--- config.mk ---
export PLATFORM = sky130hd
export DESIGN_NAME = one_shot_tick_timer_bank_unit
export DESIGN_NICKNAME = d
export VERILOG_FILES = /design/src/rtl/ostb_pkg.sv /design/src/rtl/ostb_cell.sv /design/src/rtl/one_shot_tick_timer_bank_unit.sv
export SDC_FILE = /design/constraint.sdc
export NUM_CORES = 1
export LEC_CHECK = 0
export BUFFER_PORTS_ARGS = -buffer_cell sky130_fd_sc_hd__buf_2
export CAP_MARGIN = 10
export CORE_MARGIN = 4
export CORE_UTILIZATION = 40
export CTS_CLUSTER_DIAMETER = 30
export DETAILED_ROUTE_END_ITERATION = 12
export HOLD_SLACK_MARGIN = 0.02
export PLACE_DENSITY = 0.61
export SYNTH_ARGS = -nofsm -noshare
export SYNTH_HDL_FRONTEND = slang
export SYNTH_SLANG_ARGS = --single-unit
--- constraint.sdc ---
create_clock -name clk -period 3.3 [get_ports clk]
set_clock_uncertainty 0.15 [all_clocks]
set_input_delay 0.495 -clock clk [delete_from_list [all_inputs] [get_ports clk]]
set_output_delay 0.495 -clock clk [all_outputs]
set_load 0.005 [all_outputs]
--- src/rtl/ostb_pkg.sv ---
// Package for the one-shot tick timer bank.
// Holds slot count, widths, opcode and slot mode types, and the cell command struct.
// No dependencies.
package ostb_pkg;

	localparam int NUM_SLOTS = 8;
	localparam int IDX_W     = (NUM_SLOTS > 1) ? $clog2(NUM_SLOTS) : 1;
	localparam int CMP_W     = ((IDX_W > 3) ? IDX_W : 3) + 1;
	localparam int MASK_W    = 8;
	localparam int CNT_W     = 16;
	localparam int TICK_W    = 32;

	typedef enum logic [1:0] {
		OP_TICK  = 2'd0,
		OP_ARM   = 2'd1,
		OP_QUERY = 2'd2
	} op_t;

	typedef enum logic [1:0] {
		MODE_DISARMED = 2'd0,
		MODE_ARMED    = 2'd1,
		MODE_PENDING  = 2'd2
	} mode_t;

	typedef struct packed {
		logic             tick;
		logic             arm;
		logic [2:0]       slot;
		logic [CNT_W-1:0] count;
		logic             cb;
	} cmd_t;

endpackage

--- src/rtl/ostb_cell.sv ---
// One timer slot of the bank: mode, remaining count and callback flag.
// Adds its fire bit and queried state onto the chain from its lower neighbor.
// Depends on ostb_pkg.
module ostb_cell
	import ostb_pkg::*;
(
	input  logic              clk,
	input  logic              arst_n,
	input  logic [CMP_W-1:0]  idx,
	input  cmd_t              cmd,
	input  logic [MASK_W-1:0] mask_in,
	input  logic [1:0]        state_in,
	output logic [MASK_W-1:0] mask_out,
	output logic [1:0]        state_out
);

	mode_t            mode_q;
	logic [CNT_W-1:0] rem_q;
	logic             cb_q;
	logic             match;
	logic             fire;
	logic [MASK_W-1:0] fire_bit;

	assign match = ({{(CMP_W-3){1'b0}}, cmd.slot} == idx);
	assign fire  = cmd.tick && (mode_q == MODE_ARMED) && (rem_q == '0);

	always_comb begin
		fire_bit = '0;
		if (fire && (idx < CMP_W'(MASK_W))) begin
			fire_bit = MASK_W'(1) << idx[2:0];
		end
	end

	assign mask_out  = mask_in | fire_bit;
	assign state_out = state_in | (match ? mode_q : 2'd0);

	always_ff @(posedge clk or negedge arst_n) begin
		if (!arst_n) begin
			mode_q <= MODE_DISARMED;
		end else if (cmd.arm && match) begin
			mode_q <= MODE_ARMED;
		end else if (fire) begin
			mode_q <= cb_q ? MODE_DISARMED : MODE_PENDING;
		end
	end

	always_ff @(posedge clk) begin
		if (cmd.arm && match) begin
			rem_q <= cmd.count;
			cb_q  <= cmd.cb;
		end else if (cmd.tick && (mode_q == MODE_ARMED) && (rem_q != '0)) begin
			rem_q <= rem_q - CNT_W'(1);
		end
	end

endmodule

--- src/rtl/one_shot_tick_timer_bank_unit.sv ---
// Top level of the one-shot tick timer bank: command decode, tick counter,
// row of ostb_cell slots and the result register.
// Depends on ostb_pkg and ostb_cell.
//
//  channel | ports                                         | handshake
//  --------+-----------------------------------------------+---------------------
//  command | op, slot, start_count, has_callback           | start && !busy
//  result  | tick_total, fired_mask, slot_state            | done, one cycle
//
// One item per cycle; its result is registered and shows in the cycle after the transfer.
// The row of cells acts on all slots in the transfer cycle, so busy stays low.
// Reset clears the tick counter and sets every slot disarmed at once.
// The receiver cannot stall; done is a one-cycle strobe.
module one_shot_tick_timer_bank_unit
	import ostb_pkg::*;
(
	input  logic              clk,
	input  logic              arst_n,
	input  logic              start,
	output logic              busy,
	input  logic [1:0]        op,
	input  logic [2:0]        slot,
	input  logic [CNT_W-1:0]  start_count,
	input  logic              has_callback,
	output logic              done,
	output logic [TICK_W-1:0] tick_total,
	output logic [MASK_W-1:0] fired_mask,
	output logic [1:0]        slot_state
);

	logic              xfer;
	cmd_t              cmd;
	logic [TICK_W-1:0] tick_cnt_q;
	logic [TICK_W-1:0] tick_nxt;
	logic              done_q;
	logic [TICK_W-1:0] tick_total_q;
	logic [MASK_W-1:0] fired_mask_q;
	logic [1:0]        slot_state_q;
	logic [MASK_W-1:0] mask_chain [NUM_SLOTS+1];
	logic [1:0]        state_chain [NUM_SLOTS+1];

	assign busy = 1'b0;
	assign xfer = start && !busy;

	always_comb begin
		cmd.tick  = xfer && (op == OP_TICK);
		cmd.arm   = xfer && (op == OP_ARM);
		cmd.slot  = slot;
		cmd.count = start_count;
		cmd.cb    = has_callback;
	end

	assign mask_chain[0]  = '0;
	assign state_chain[0] = '0;

	for (genvar k = 0; k < NUM_SLOTS; k++) begin : g_cell
		ostb_cell u_cell (
			.clk       (clk),
			.arst_n    (arst_n),
			.idx       (CMP_W'(k)),
			.cmd       (cmd),
			.mask_in   (mask_chain[k]),
			.state_in  (state_chain[k]),
			.mask_out  (mask_chain[k+1]),
			.state_out (state_chain[k+1])
		);
	end

	assign tick_nxt = cmd.tick ? (tick_cnt_q + TICK_W'(1)) : tick_cnt_q;

	always_ff @(posedge clk or negedge arst_n) begin
		if (!arst_n) begin
			tick_cnt_q <= '0;
			done_q     <= 1'b0;
		end else begin
			tick_cnt_q <= tick_nxt;
			done_q     <= xfer;
		end
	end

	always_ff @(posedge clk) begin
		if (xfer) begin
			tick_total_q <= tick_nxt;
			fired_mask_q <= cmd.tick ? mask_chain[NUM_SLOTS] : '0;
			slot_state_q <= (op == OP_QUERY) ? state_chain[NUM_SLOTS] : 2'd0;
		end
	end

	assign done       = done_q;
	assign tick_total = tick_total_q;
	assign fired_mask = fired_mask_q;
	assign slot_state = slot_state_q;

	a_done_follows: assert property (@(posedge clk) disable iff (!arst_n)
		(start && !busy) |=> done)
		else $error("transfer without result strobe");

	a_mask_only_tick: assert property (@(posedge clk) disable iff (!arst_n)
		(done && ($past(op) != OP_TICK)) |-> (fired_mask == '0))
		else $error("fired mask set on non-tick item");

	a_state_only_query: assert property (@(posedge clk) disable iff (!arst_n)
		(done && ($past(op) != OP_QUERY)) |-> (slot_state == 2'd0))
		else $error("slot state set on non-query item");

	a_tick_adv: assert property (@(posedge clk) disable iff (!arst_n)
		(done && ($past(op) == OP_TICK)) |-> (tick_total == $past(tick_cnt_q) + TICK_W'(1)))
		else $error("tick total did not advance on tick");

endmodule
==> flow_summary.toml <==
[status]
outcome = "completed"

[sta]
period_minus_slack_ns = 2.77
relSlewSlack_pct = 51.6
postLayoutSetupSlackWorst_ns = 0.527
min_period_over_period_pct = 84.0
fmax_ghz = 0.361
final-hold-violation-count = 0
rsz0062_at_grt = "no"
worstMarginPinSlew_ns = 0.725
setup_viol = 0
finalSetupTns_ns = 0
slew_violations = 0

[drt]
route.detailed.drc = 0
drt-total-wl_microns = 26100
ant_nets = 0
dr.pass1.iters = 5
via_per_inst = 5.12
vias = 7989
wl_per_cell_microns = 16.8
drt_iter0_markers = 510

[critical_path]
critPathCaptureType = "register"
critPathTopFamily = "simple AND/OR/NAND/NOR gates"
critical_path_arrival_ns = 2.92
crit_cells = 5
r2r_slack_ns = 0.53
cp_max_fo = 10
ff2ff_path_depth = 5
cp_slowest_stage_delay_ns = 0.54
worstSetupStartpointType = "register"
path_cells = "or3_1, or4_1, nor4_1, o21ai_1, buf_4"
critPathKind = "reg2reg"
r2r-end = "g_cell[7].u_cell.rem_q[0]"
r2r_start = "g_cell[7].u_cell.rem_q[7]"
crit_start = "g_cell[7].u_cell.rem_q[7]"
cp-endpoint = "g_cell[7].u_cell.rem_q[0]"
crit_slowest_cell = "or4_1"
critPathRequiredTime_ns = 3.45
path_buf_inv = 1

[logic_synthesis]
synth_compound_area_share_pct = 7.96
synth_xor_xnor_area_share_pct = 10.2
synth_cell_types = 54
async_reset_ff_share_pct = 21.6
synth_top_family_by_area = "simple AND/OR/NAND/NOR gates"
yosysWarnings = 0
ys_ff_latch = 227
synthAdderAreaFrac_pct = 1.87
synth_mux_area_share_pct = 0.770
synthSimpleGateAreaFrac_pct = 18.5
synth_edf_count = 178
synth_area_per_cell_sq_um = 10.8
syn_area_sq_um = 11400
syn-num-nets = 1095
synthCells = 1053
synth_seq_area_share_pct = 57.8
synthFlopType = "edfxtp_1"

[cts]
postCtsSetupRepairBufs = 0
clock_latency_ns = 0.56
htree_levels = 2
clk_path_buf_depth = 3
cts-buffers-inserted = 49
cts-root-buf = "clkbuf_16"
clk_pin_slew_ns = 0.06
cts_tree = "done"
cts.sinks = 227

[power]
cellLeakagePower_nw = 4.93
switching_power_mw = 2.08
seqPwrFrac_pct = 38.1
clkPwrFrac_pct = 57.2
combPwrFrac_pct = 4.7
ir_drop_mv = 0.479
p_sw_share_pct = 23.5
p_per_area_nw_per_um2 = 641
p_int_mw = 6.80

[grt]
antenna_found_initial = 4
track_usage_pct = 17.0
grt_first_pass_wirelength_microns = 41800
grt_max_degree = 50
overflow = 0
grt_pass1_vias = 7803

[cells_and_area]
drive_gt1_share_pct = 16.6
area_delta_synth_final_pct = 21.8
layout_commonest_cell = "edfxtp_1"
insertedDiodeCount = 0
fin_nets = 1182
finalInstanceArea_sq_um = 13900
final_cell_mix = "178 x edfxtp_1, 169 x nand2_1, 99 x o21ai_0, 88 x xnor2_1, 76 x nor2_1"

[worst_hold_path]
hold_path.class = "in2reg"

[die]
ios = 69
rows = 61
initial_core_util_pct = 40.7
die_area_sq_um = 31200
die_h_microns = 177
fp.coreArea_sq_um = 27900
die_x_microns = 177

[placed_design]
portBuffers = 67
placed_area_sq_um = 12100
dp_hpwl_microns = 16900
place.gp.congestion = 0.804
dp_worst_setup_slack_ns = 0.542

[flow_run]
maxCapViolCount = 0
[worst register-to-register path: cells and delay by family (launching register included)]
family                 cells  cell delay (ns)
AOI/OAI and AO/OA          1             0.30
buffers and inverters      1             0.29
DFF                        1             0.41
and+or+nand+nor            3             1.37
[synth_stat cells (2+ instances only)]
| master | instances | area (sq um) |
|---|---|---|
| a31oi_1 | 12 | 75.1 |
| ha_1 | 17 | 213 |
| o41a_1 | 3 | 33.8 |
| clkbuf_2 | 7 | 35.0 |
| edfxtp_1 | 178 | 5350 |
| buf_2 | 10 | 50.1 |
| xnor2_1 | 88 | 771 |
| or4_4 | 3 | 33.8 |
| nor4_2 | 2 | 25.0 |
| xor2_1 | 44 | 385 |
| nor2_2 | 3 | 18.8 |
| o31ai_1 | 10 | 75.1 |
| clkbuf_1 | 27 | 101 |
| dfrtp_1 | 49 | 1230 |
| nand2b_1 | 4 | 25.0 |
| nor4_1 | 9 | 56.3 |
| nand4b_1 | 4 | 35.0 |
| or4_1 | 12 | 90.1 |
| nor2_1 | 76 | 285 |
| a21o_1 | 6 | 45.0 |
| nor2b_1 | 5 | 31.3 |
| mux2_2 | 2 | 22.5 |
| or3_1 | 16 | 100 |
| nor3_1 | 54 | 270 |
| nand2_1 | 169 | 634 |
| o21ai_0 | 107 | 536 |
| and3b_1 | 2 | 17.5 |
| nand3_1 | 19 | 95.1 |
| nand3b_1 | 11 | 82.6 |
| mux2i_1 | 2 | 20.0 |
| a21oi_1 | 16 | 80.1 |
| nor3_2 | 4 | 40.0 |
| o21ai_1 | 7 | 35.0 |
| nand4_1 | 11 | 68.8 |
| nor4b_1 | 3 | 26.3 |
| and4_2 | 2 | 20.0 |
| inv_1 | 28 | 105 |
| buf_1 | 4 | 15.0 |
| nor3b_1 | 2 | 15.0 |
| clkinv_1 | 3 | 11.3 |
| mux4_2 | 2 | 45.0 |
| and3_1 | 8 | 50.1 |
[what timing repair did]
action | 4_1_cts | 5_1_grt
setup endpoints to repair | 0 | 0
endpoints found under the hold margin | 49 | 0
resized for setup | 0 | 0
hold buffers | 1 | 0
[power by group through the flow]
stage,Clock (mW),Sequential [mW],Combinational (mW)
6_report,5.08,3.38,0.418
5_1_grt,5.33,3.40,0.470
4_1_cts,5.17,3.38,0.426
3_5_place_dp,0,3.43,0.423
3_3_place_gp,0,3.43,0.413
2_1_floorplan,0,3.41,0.236
[routing by layer]
| layer | up-vias | track usage [%] | wire, microns |
|---|---|---|---|
| met5 | - | 0 | 44 |
| met4 | 8 | 6.16 | 751 |
| met2 | 208 | 26.6 | 11700 |
| li1 | 3947 | - | - |
| met1 | 3767 | 23.6 | 12000 |
| met3 | 59 | 3.68 | 1680 |
[worst min-delay path by stage]
stage / from / end / slack (ns) / depth (start not counted)
2_1_floorplan: arst_n / done / 0.05 / 0
3_3_place_gp: g_cell[0].u_cell.cb_q / g_cell[0].u_cell.mode_q[1] / 0.27 / 1
3_5_place_dp: g_cell[3].u_cell.cb_q / g_cell[3].u_cell.mode_q[1] / 0.27 / 1
4_1_cts: start / fired_mask[2] / 0.05 / 1
5_1_grt: start / fired_mask[2] / 0.06 / 1
6_report: start / fired_mask[2] / 0.09 / 1
[flip-flops by register name, summed over array words and instances (netlist names)]
name,count
done,1
fired_mask,8
g_cell.u_cell.cb_q,8
g_cell.u_cell.mode_q,16
g_cell.u_cell.rem_q,128
slot_state,2
tick_cnt_q,32
tick_total,32
[per-stage QoR]
| step | hold slack [ns] | util [%] | total power, mW | std cells |
|---|---|---|---|---|
| after global routing | 0.0589 | 49.6 | 9.21 | 1559 |
| after detailed placement | 0.268 | 43.3 | 3.86 | 1466 |
| after CTS | 0.0523 | 49.6 | 8.97 | 1559 |
| final | 0.0855 | 49.6 | 8.88 | 1559 |
| after global placement | 0.266 | 43.3 | 3.84 | 1466 |
| after floorplan | 0.0494 | - | 3.65 | 1053 |
[kinds of logic (layout without fill, tap and decap cells)]
group                    Yosys count  after routing
AND/OR/NAND/NOR                  426            426
buffers and inverters             80            208
adder cells (fa/ha/maj)           17             17
flip-flops                       227            227
multiplexers                       6              6
XOR/XNOR                         132            132
other                              1              1
AO/OA/AOI/OAI                    164            164
[final cells by class]
type / count / area (sq um)
Inverter: 31 / 116
Clock buffer: 54 / 1260
Tap cell: 378 / 473
Clock inverter: 38 / 482
Multi-Input combinational cell: 746 / 4470
Sequential cell: 227 / 6570
Fill cell: 2574 / 14100
Timing Repair Buffer: 85 / 473
No activity file was read; power rests on OpenSTA's default activity.
